### config.mk
export PLATFORM = sky130hd
export DESIGN_NAME = sta_fifo
export DESIGN_NICKNAME = d
export VERILOG_FILES = /design/src/hw/rtl/sta_pkg.sv /design/src/hw/rtl/sta_fifo.sv
export SDC_FILE = /design/constraint.sdc
export NUM_CORES = 1
export LEC_CHECK = 0
export ABC_AREA = 1
export BUFFER_PORTS_ARGS = -buffer_cell sky130_fd_sc_hd__buf_2
export CAP_MARGIN = 20
export CORE_AREA = 2 2 324 326
export CTS_BUF_LIST = sky130_fd_sc_hd__clkbuf_16
export DETAILED_ROUTE_END_ITERATION = 7
export DIE_AREA = 0 0 326 328
export PLACE_DENSITY = 0.52
export SLEW_MARGIN = 30
export SYNTH_ARGS = -nofsm -noshare
export SYNTH_HDL_FRONTEND = slang
export SYNTH_SLANG_ARGS = --single-unit
### constraint.sdc
create_clock -name clk_i -period 48.6 [get_ports clk_i]
set_clock_uncertainty 0.15 [all_clocks]
set_input_delay 2.43 -clock clk_i [delete_from_list [all_inputs] [get_ports clk_i]]
set_output_delay 2.43 -clock clk_i [all_outputs]
set_load 0.05 [all_outputs]
### src/hw/rtl/sta_pkg.sv
// Shared types, widths and the solver micro-op table of the similarity fit.
package sta_pkg;

  // Pair limit and stream widths
  localparam int MAX_PAIRS   = 256;
  localparam int CNT_W       = $clog2(MAX_PAIRS + 1);
  localparam int PT_W        = 24;
  localparam int SUM_W       = 32;
  localparam int SQ_W        = 56;
  localparam int CR_W        = 56;
  localparam int OUT_W       = 32;
  localparam int STAT_W      = 2;

  // Solver datapath widths
  localparam int X_W         = 68;   // wide multiplicand (den, numerators)
  localparam int Y_W         = 33;   // narrow multiplier (sums, count)
  localparam int ACC_W       = 104;  // product accumulator
  localparam int ND_W        = 80;   // n * den
  localparam int NUM_W       = 108;  // shifted dividend
  localparam int D_W         = 77;   // divisor
  localparam int DIV_W       = 110;  // remainder and shifted divisor
  localparam int BIT_W       = 6;
  localparam int PC_W        = 4;
  localparam int NUM_OPS     = 16;
  localparam int OP_NUMA     = 3;    // first op after the spread is known
  localparam int A_SHIFT     = 24;
  localparam int T_SHIFT     = 4;

  // Request queue between accumulator and solver
  localparam int QUEUE_DEPTH = 2;
  localparam int QP_W        = (QUEUE_DEPTH > 1) ? $clog2(QUEUE_DEPTH) : 1;
  localparam int QC_W        = $clog2(QUEUE_DEPTH + 1);

  // Result codes and fixed values
  localparam logic [STAT_W-1:0] ST_OK   = 2'd0;
  localparam logic [STAT_W-1:0] ST_FLAT = 2'd1;
  localparam logic [STAT_W-1:0] ST_OVER = 2'd2;
  localparam logic [OUT_W-1:0]  ONE_Q24 = 32'h0100_0000;
  localparam logic [OUT_W-1:0]  OUT_MAX = 32'h7fff_ffff;
  localparam logic [OUT_W-1:0]  OUT_MIN = 32'h8000_0000;

  // One finished set of sums
  typedef struct packed {
    logic [CNT_W-1:0]        n;
    logic signed [SUM_W-1:0] sfx;
    logic signed [SUM_W-1:0] sfy;
    logic signed [SUM_W-1:0] stx;
    logic signed [SUM_W-1:0] sty;
    logic [SQ_W-1:0]         sq;
    logic signed [CR_W-1:0]  cxx;
    logic signed [CR_W-1:0]  cxy;
    logic signed [CR_W-1:0]  cyx;
    logic signed [CR_W-1:0]  cyy;
    logic                    ovf;
  } job_t;

  typedef enum logic [3:0] {
    X_SQ, X_SFX, X_SFY, X_STX, X_STY, X_CCOS, X_CSIN, X_DEN, X_NUMA, X_NUMB
  } xsel_e;

  typedef enum logic [2:0] {
    Y_N, Y_SFX, Y_SFY, Y_STX, Y_STY
  } ysel_e;

  typedef enum logic [2:0] {
    D_NONE, D_DEN, D_NUMA, D_NUMB, D_T1, D_T2, D_NDEN
  } dst_e;

  typedef struct packed {
    logic  clr;
    xsel_e x;
    ysel_e y;
    logic  sub;
    dst_e  dst;
  } op_t;

  // Multiply-accumulate program: den, numa, numb, t1, t2, n*den
  function automatic op_t op_at(input logic [PC_W-1:0] pc);
    op_t o;
    o = '{clr: 1'b0, x: X_SQ, y: Y_N, sub: 1'b0, dst: D_NONE};
    case (pc)
      4'd0:  o = '{clr: 1'b1, x: X_SQ,   y: Y_N,   sub: 1'b0, dst: D_NONE};
      4'd1:  o = '{clr: 1'b0, x: X_SFX,  y: Y_SFX, sub: 1'b1, dst: D_NONE};
      4'd2:  o = '{clr: 1'b0, x: X_SFY,  y: Y_SFY, sub: 1'b1, dst: D_DEN};
      4'd3:  o = '{clr: 1'b1, x: X_CCOS, y: Y_N,   sub: 1'b0, dst: D_NONE};
      4'd4:  o = '{clr: 1'b0, x: X_STX,  y: Y_SFX, sub: 1'b1, dst: D_NONE};
      4'd5:  o = '{clr: 1'b0, x: X_STY,  y: Y_SFY, sub: 1'b1, dst: D_NUMA};
      4'd6:  o = '{clr: 1'b1, x: X_CSIN, y: Y_N,   sub: 1'b0, dst: D_NONE};
      4'd7:  o = '{clr: 1'b0, x: X_STY,  y: Y_SFX, sub: 1'b1, dst: D_NONE};
      4'd8:  o = '{clr: 1'b0, x: X_STX,  y: Y_SFY, sub: 1'b0, dst: D_NUMB};
      4'd9:  o = '{clr: 1'b1, x: X_DEN,  y: Y_STX, sub: 1'b0, dst: D_NONE};
      4'd10: o = '{clr: 1'b0, x: X_NUMA, y: Y_SFX, sub: 1'b1, dst: D_NONE};
      4'd11: o = '{clr: 1'b0, x: X_NUMB, y: Y_SFY, sub: 1'b0, dst: D_T1};
      4'd12: o = '{clr: 1'b1, x: X_DEN,  y: Y_STY, sub: 1'b0, dst: D_NONE};
      4'd13: o = '{clr: 1'b0, x: X_NUMB, y: Y_SFX, sub: 1'b1, dst: D_NONE};
      4'd14: o = '{clr: 1'b0, x: X_NUMA, y: Y_SFY, sub: 1'b1, dst: D_T2};
      4'd15: o = '{clr: 1'b1, x: X_DEN,  y: Y_N,   sub: 1'b0, dst: D_NDEN};
      default: o = '{clr: 1'b0, x: X_SQ, y: Y_N, sub: 1'b0, dst: D_NONE};
    endcase
    return o;
  endfunction

endpackage

### src/hw/rtl/sta_fifo.sv
// Short request queue of finished sum sets between accumulator and solver.
module sta_fifo (
  input  logic          clk_i,
  input  logic          rst_ni,
  input  logic          push_valid_i,
  output logic          push_ready_o,
  input  sta_pkg::job_t push_data_i,
  output logic          pop_valid_o,
  input  logic          pop_i,
  output sta_pkg::job_t pop_data_o
);

  localparam int DEPTH = sta_pkg::QUEUE_DEPTH;
  localparam int QP_W  = sta_pkg::QP_W;
  localparam int QC_W  = sta_pkg::QC_W;

  sta_pkg::job_t mem_q [DEPTH];
  logic [QP_W-1:0] wptr_q, wptr_d, rptr_q, rptr_d;
  logic [QC_W-1:0] cnt_q, cnt_d;
  logic push, pop;

  // Track fill level and wrap the pointers
  always_comb begin
    push_ready_o = (cnt_q != QC_W'(DEPTH));
    pop_valid_o  = (cnt_q != '0);
    push         = push_valid_i & push_ready_o;
    pop          = pop_i & pop_valid_o;
    pop_data_o   = mem_q[rptr_q];
    wptr_d       = wptr_q;
    rptr_d       = rptr_q;
    if (push) begin
      wptr_d = (wptr_q == QP_W'(DEPTH - 1)) ? '0 : wptr_q + 1'b1;
    end
    if (pop) begin
      rptr_d = (rptr_q == QP_W'(DEPTH - 1)) ? '0 : rptr_q + 1'b1;
    end
    cnt_d = cnt_q + QC_W'(push) - QC_W'(pop);
  end

  always_ff @(posedge clk_i or negedge rst_ni) begin
    if (!rst_ni) begin
      wptr_q <= '0;
      rptr_q <= '0;
      cnt_q  <= '0;
    end else begin
      wptr_q <= wptr_d;
      rptr_q <= rptr_d;
      cnt_q  <= cnt_d;
    end
  end

  // Write the incoming request
  always_ff @(posedge clk_i) begin
    if (push) begin
      mem_q[wptr_q] <= push_data_i;
    end
  end

endmodule

==> flow_summary.yaml, run 1 <==
status:
  status: "complete, no violations"
worst_hold_path:
  hold_path_class: "reg2reg"
cells_and_area:
  fin_area_um2: 39100
  final_common_cell: "nand2_1"
  drive_gt1_frac: 0.314
  final_util: 0.379
  nets: 3499
  layout_common_cells: "nand2_1 (1263), buf_2 (841), edfxtp_1 (836)"
  syn_to_final_growth_pct: 27.5
logic_synthesis:
  yosys.area.top_type_share: 0.819
  yosys_warnings: 0
  synth.distinct_cells: 14
  avgSynthCellArea_um2: 13.8
  ys_seq_area_frac: 0.822
  syn_inst: 2215
  yosysTopAreaCell: "edfxtp_1"
  netlist_top_cells_area: "edfxtp_1 (82%), nand2_1 (15%), buf_4 (0.88%)"
  ys_seq_elements: 840
  synthesis.nets: 2638
  syn-cell-area_um2: 30700
global_route:
  track_usage: 0.146
  grt_max_degree: 146
  antenna_found_initial: 26
  gr-total-overflow: 0
  grt_pass1_wl_mm: 117
  grt_pass1_vias: 18500
critical_path:
  crit_buf_inv: 5
  cp_max_fo: 92
  cpMaxStageDelayCell: "dfrtp_4"
  crit_type: "reg2out"
  start_kind: "flip-flop"
  arrival_ns: 4.97
  slowest_delay_ns: 0.80
  crit_path_end_kind: "output pin"
  critPathRequiredTime_ns: 46.02
  path_cells: "inv_8, buf_6, buf_4, buf_4, nand2_1, nand2_1, buf_2"
  cp_top_family: "buffers and inverters"
route:
  drc: 0
  wl_per_cell_um: 17.9
  drtIter0Drc: 1118
  vias: 19200
  dr.pass1.iters: 5
  vias_per_cell: 4.22
  wl_mm: 81.4
  ant_nets: 0
clock_network:
  cts-buffers-inserted: 91
  clock_path_buffers: 3
  clock_latency_ns: 0.64
  cts_max_level: 3
  cts_root_buf: "clkbuf_16"
  clkTransAtPathRegs_ns: 0.05
  cts_resized: 0
  cts_tree: "yes"
  cts_sinks: 840
  cts_hold_buf: 0
  postCtsSetupRepairBufs: 0
floorplan:
  core-area_um2: 103000
  fp.dieW_um: 326
  rows: 118
  pin_count: 842
  start_util: 0.297
  die_area_um2: 107000
  die_h_um: 328
pwr:
  ir_worst_vdd_v: 0.0000474
  p_comb_frac: 0.441
  swShare: 0.472
  p_per_area_nw_per_um2: 77.1
  power.switching_mw: 1.42
  clkPwrFrac: 0.216
  total_power_mw: 3.02
  power_frac_seq: 0.343
  p_int_mw: 1.59
  p_leak_nw: 16.6
sta:
  clock.fmax_ghz: 0.132
  maxSlewViolCount: 0
  max_slew_margin: 0.300
  min_period_over_period: 0.155
  min_period_ns: 7.55
  finalSetupViolCount: 0
  fin_tns_setup_ns: 0
  rsz0062_at_grt: "false"
  hold_viol_final: 0
  tightestPinTransition_ns: 1.05
placed_design:
  postPlaceCellArea_um2: 36200
  dp_hpwl_mm: 55.0
  place.gp.congestion: 0.835
  io_buffer_count: 841
run:
  maxCapViolCount: 0
logic make-up after synthesis:
family,after synthesis,synth area share
AOI/OAI and AO/OA,2,0.000326
xor gates and xnor gates,1,0.000286
adders and majority gates,1,0.000408
buffers and inverters,101,0.0213
DFF,840,0.822
and+or+nand+nor,1270,0.156
synth_stat cells:
cell	n
inv_1	7
buf_4	36
xor2_1	1
ha_1	1
buf_2	46
edfxtp_1	836
dfrtp_1	4
o21ai_0	1
a21oi_1	1
buf_6	11
nor2_1	5
inv_2	1
nand2_1	1263
nand3_1	2
worst reg2reg max path: stages, from the launching register on:
cell	delay, ns
dfrtp_1	0.41
nand2_1	0.14
nand2_1	0.18
nor2_4	0.11
buf_4	0.68
buf_4	0.82
buf_4	0.60
buf_16	0.31
buf_4	0.64
power by group through the flow:
| stage | Clock [mW] | Sequential [mW] | Combinational [mW] |
|---|---|---|---|
| floorplan | 0 | 1.16 | 1.01 |
| detailed placement | 0 | 1.05 | 1.35 |
| global route | 0.697 | 1.05 | 1.41 |
| CTS | 0.671 | 1.04 | 1.35 |
| global placement | 0 | 1.05 | 1.35 |
| finish | 0.651 | 1.04 | 1.33 |
per-layer routing:
layer,vias up,track usage,share of wire
met4,18,0.0585,0.032
met5,-,0,0.0013
met2,705,0.258,0.52
met3,157,0.0464,0.082
met1,9053,0.162,0.36
li1,9250,-,-
sequential cells by signal, indices dropped and copies added (netlist names):
| signal | flops |
|---|---|
| rptr_q | 1 |
| cnt_q | 2 |
| wptr_q | 1 |
| mem_q | 836 |
path summary, 6_finish.rpt:
path | start | endpoint | slack (ns) | cells past startpoint
worst max-delay path | rptr_q | pop_data_o[124] | 41.05 | 7
worst min-delay path | cnt_q[0] | cnt_q[0] | 0.41 | 1
worst max register to register | cnt_q[1] | mem_q[0][173] | 44.15 | 8
worst min register to register | cnt_q[0] | cnt_q[0] | 0.41 | 1
max in group asynchronous | rst_ni | rptr_q | 46.72 | 1
min in group asynchronous | rst_ni | wptr_q | 1.44 | 1
layout make-up:
type,instances,area [um2]
inverters,8,37.5
clock buffers,92,2300
diodes,14,35.0
well taps,1380,1730
clock inverters,76,541
fillers,9918,64100
repair buffers,861,4430
flip-flops and latches,840,25200
multi-input cells,1274,4820
metrics by stage:
stage / std cells / setup WS, ns / hold WS, ns
after floorplan: 2215 / 27.35 / 0.335
after detailed placement: 4363 / 41.44 / 0.399
after CTS: 4531 / 40.70 / 0.412
final: 4545 / 41.05 / 0.409
after global placement: 4362 / 41.53 / 0.400
after global routing: 4544 / 40.60 / 0.445
(Power assumes the default switching activity.)
==> run 2: changes to the inputs <==
clock period = 6.95 ns   (was 48.6 ns; I/O delays follow)
==> flow_summary.yaml, run 2 (synthesis gave the netlist of run 1 again) <==
status:
  status: "complete, no violations"
cells_and_area:
  top_regs: "mem_q x836, cnt_q x2"
  num-fill-cells: 9584
  regArea_um2: 25200
  final_common_cell: "nand2_1"
  multiInputGateArea_um2: 4830
  regMostFlops: "mem_q"
  final_util: 0.420
  fin_cells: 4955
  syn_to_final_growth_pct: 41.2
  layout_common_cells: "nand2_1 (1261), buf_2 (841), edfxtp_1 (836)"
  drive_gt1_frac: 0.275
  largest_register_ffs: 836
  nets: 3924
sta:
  hold_viol_final: 0
  maxSlewViolCount: 0
  min_period_ns: 4.00
  max_slew_margin: 0.243
  rsz0062_at_grt: "false"
  min_period_over_period: 0.575
  tightestPinTransition_ns: 1.13
  clock.fmax_ghz: 0.250
  finalSetupViolCount: 0
critical_path:
  cp_max_fo: 147
  arrival_ns: 3.50
  start_kind: "flip-flop"
  crit_path_end_kind: "output pin"
  critPathRequiredTime_ns: 6.45
  crit_type: "reg2out"
run:
  maxCapViolCount: 0
global_route:
  grt_pass1_vias: 20500
  track_usage: 0.148
  antenna_found_initial: 6
  gr-total-overflow: 0
  grt_max_degree: 164
  grt_pass1_wl_mm: 122
floorplan:
  fp.dieW_um: 326
  die_area_um2: 107000
  pin_count: 842
  core-area_um2: 103000
  die_h_um: 328
  start_util: 0.297
  rows: 118
clock_network:
  clkTransAtPathRegs_ns: 0.06
  cts_root_buf: "clkbuf_16"
  cts-buffers-inserted: 90
  clock_latency_ns: 0.62
  cts_resized: 0
  postCtsSetupRepairBufs: 0
  cts_sinks: 840
  cts_tree: "yes"
  cts_max_level: 3
  clock_path_buffers: 3
route:
  drtIter0Drc: 1097
  vias: 20600
  wl_mm: 82.4
  drc: 0
  vias_per_cell: 4.16
  ant_nets: 0
  dr.pass1.iters: 4
  wl_per_cell_um: 16.6
pwr:
  swShare: 0.469
  power_frac_seq: 0.338
  p_int_mw: 11.3
  ir_worst_vdd_v: 0.000318
  p_per_area_nw_per_um2: 491
  p_leak_nw: 18.4
  power.switching_mw: 9.96
  p_comb_frac: 0.454
  total_power_mw: 21.2
  clkPwrFrac: 0.208
placed_design:
  dp.cells: 4366
  place.gp.congestion: 0.804
  dp_hpwl_mm: 53.5
  io_buffer_count: 841
worst_hold_path:
  hold_path_class: "in2reg"
## run 2: cell count changes in the layout (fill, tap and decap cells not counted), moves of 3 or more
cell	change
dlygate4sd3_1	+422
diode_2	-12
inv_1	+9
clkinv_2	-7
buf_12	+6
buf_6	-4
clkinv_1	-3
## run 2: area by class of cell
class / count / area share
Antenna cell: 2 / 0.000116
Tap cell: 1380 / 0.0399
Clock inverter: 71 / 0.00930
Inverter: 8 / 0.000867
Timing Repair Buffer: 1287 / 0.202
Multi-Input combinational cell: 1274 / 0.112
Sequential cell: 840 / 0.582
Clock buffer: 93 / 0.0537
## run 2: what timing repair did
action                                  CTS  global route
hold buffers                            422             0
hold endpoints to repair                844             0
endpoints found under the setup margin    0             0
## run 2: path summary, 6_finish.rpt
check,start,end,slack [ns],depth (start not counted)
min in group asynchronous,rst_ni,cnt_q[0],0.53,3
min reg2reg,cnt_q[0],cnt_q[0],0.43,1
max reg2reg,cnt_q[1],mem_q[1][150],4.07,5
max in group asynchronous,rst_ni,rptr_q,5.93,3
min,push_data_i[18],mem_q[0][18],0.28,2
max,rptr_q,pop_data_o[93],2.95,5
## run 2: per-stage QoR
step	area [um2]	hold WS [ns]	setup TNS (ns)	setup slack, ns
after floorplan	30700	-0.0981	-433.08	-0.527
after global placement	36300	0.0136	0	3.58
after detailed placement	36300	0.0124	0	3.61
after CTS	43300	0.210	0	2.88
after global routing	43300	0.245	0	2.76
final	43300	0.280	0	2.95
## run 2: worst max-delay path, stage by stage, from the launching register on
cell and delay [ns]:
dfrtp_4 0.71, inv_8 0.63, buf_12 0.39, nand2_1 0.10
nand2_1 0.16, buf_2 0.31
## run 2: layer usage
layer	vias to the layer above	part of all wire	GRT usage
li1	10100	-	-
met1	9705	0.38	0.167
met2	644	0.52	0.264
met3	157	0.072	0.0440
met4	8	0.031	0.0564
met5	-	0.00069	0
## run 2: power by group through the flow
stage                     logic, mW  clock network, mW  registers, mW
after detailed placement       9.54                  0           7.29
after global placement         9.53                  0           7.27
after global routing           10.2               4.74           7.28
after floorplan                7.09                  0           7.47
after CTS                      9.77               4.54           7.18
final                          9.65               4.42           7.18
==> run 3: changes to the inputs <==
PLACE_DENSITY = 0.54   (was 0.52)
clock period = 3.66 ns   (was 6.95 ns; I/O delays follow)
==> flow_summary.yaml, run 3 (synthesis gave the netlist of run 1 again) <==
floorplan:
  die_area_um2: 107000
  pin_count: 842
  fp.dieW_um: 326
  start_util: 0.297
  rows: 118
  die_h_um: 328
  core-area_um2: 103000
critical_path:
  startpoint: "rptr_q"
  cp_max_fo: 165
  crit_top_cell: "nand2_1"
  cpMaxStageDelayCell: "dfrtp_4"
  r2r_start: "cnt_q[1]"
  critPathRequiredTime_ns: 3.33
  r2r_slack_ns: 0.91
  crit_path_end_kind: "output pin"
  arrival_ns: 2.84
  slowest_delay_ns: 0.70
  start_kind: "flip-flop"
  crit_type: "reg2out"
  path_cells: "buf_12, nand2_1, nand2_1, buf_2"
route:
  ant_nets: 0
  wl_mm: 84.1
  dr.pass1.iters: 5
  vias: 21000
  drtIter0Drc: 1115
  vias_per_cell: 4.22
  wl_per_cell_um: 16.9
  drc: 0
global_route:
  antenna_found_initial: 7
  track_usage: 0.151
  grt_max_degree: 172
  grt_pass1_wl_mm: 124
  grt_use_met3: 0.0421
  grt_pass1_vias: 21300
  top_usage_layer: "met2"
  grtUsageMet1: 0.170
  met2_usage: 0.268
  gr-total-overflow: 0
clock_network:
  cts_max_level: 3
  cts_sinks: 840
  clock_latency_ns: 0.65
  cts_resized: 0
  cts-buffers-inserted: 90
  cts_tree: "yes"
  clkTransAtPathRegs_ns: 0.06
  cts_root_buf: "clkbuf_16"
  postCtsSetupRepairBufs: 0
  clock_path_buffers: 3
cells_and_area:
  regMostFlops: "mem_q"
  syn_to_final_growth_pct: 42.4
  nets: 3949
  drive_gt1_frac: 0.282
  layout_common_cells: "nand2_1 (1261), buf_2 (841), edfxtp_1 (836)"
  top_regs: "mem_q x836, cnt_q x2"
  largest_register_ffs: 836
  final_common_cell: "nand2_1"
placed_design:
  dp_hpwl_mm: 56.0
  pre_cts_slack_ns: 1.16
  place.gp.congestion: 0.850
  io_buffer_count: 841
worst_hold_path:
  hold_path_class: "in2reg"
  min-delay-start: "push_data_i[90]"
sta:
  rsz0062_at_grt: "false"
  fin_tns_setup_ns: 0
  clock.fmax_ghz: 0.316
  tightestPinTransition_ns: 1.11
  min_period_ns: 3.17
  hold_viol_final: 0
  setup_slack_ns: 0.491
  finalSetupViolCount: 0
  maxSlewViolCount: 0
  max_slew_margin: 0.261
  min_period_over_period: 0.866
pwr:
  p_per_area_nw_per_um2: 937
  p_leak_nw: 18.5
  ir_worst_vdd_v: 0.000675
run:
  maxCapViolCount: 0
status:
  status: "complete, no violations"
## run 3: layout make-up
cell class	count	area, um2
timing repair buffer	1312	9000
clock buffer	91	2280
sequential	840	25200
inverter	8	37.5
tap	1380	1730
clock inverter	71	576
multi-input combinational	1274	4830
antenna	3	7.51
fill	9500	59500
## run 3: repair_timing
action                                  CTS  global route
endpoints found under the setup margin    0             0
hold endpoints to repair                903             0
hold buffers                            424             0
## run 3: where the power goes
| group | switching (mW) | internal, mW |
|---|---|---|
| clock network | 3.73 | 5.02 |
| logic | 14.9 | 3.65 |
| registers | 0.512 | 13.1 |
| total | 19.1 | 21.8 |
## run 3: per-layer routing
metal / wire, um / part of all wire
met5: 47 / 0.00056
met4: 2860 / 0.034
met3: 6010 / 0.072
met2: 43400 / 0.52
met1: 31700 / 0.38
## run 3: final timing paths
check                      depth (start not counted)              end
max in group asynchronous                          3           rptr_q
min in group asynchronous                          3           rptr_q
hold / removal                                     2     mem_q[1][90]
hold reg to reg                                    1         cnt_q[0]
setup reg to reg                                  11         cnt_q[1]
setup / recovery                                   4  pop_data_o[177]
## run 3: critical path, delay by kind of cell, from the launching register on
| family | cells | cell delay [ns] |
|---|---|---|
| buffers and inverters | 2 | 0.77 |
| flip-flops | 1 | 0.70 |
| AND/OR/NAND/NOR | 2 | 0.27 |
## run 3: stage by stage
| step | hold slack [ns] | power (mW) | instance area (um2) | util | cells |
|---|---|---|---|---|---|
| after global routing | 0.0437 | 42.8 | 43700 | 0.423 | 4979 |
| after floorplan | -0.263 | 27.6 | 30700 | - | 2215 |
| final | 0.0945 | 40.9 | 43700 | 0.423 | 4979 |
| after global placement | -0.147 | 32.0 | 36500 | 0.354 | 4389 |
| after CTS | 0.0139 | 41.4 | 43600 | 0.423 | 4975 |
| after detailed placement | -0.148 | 32.1 | 36500 | 0.354 | 4389 |
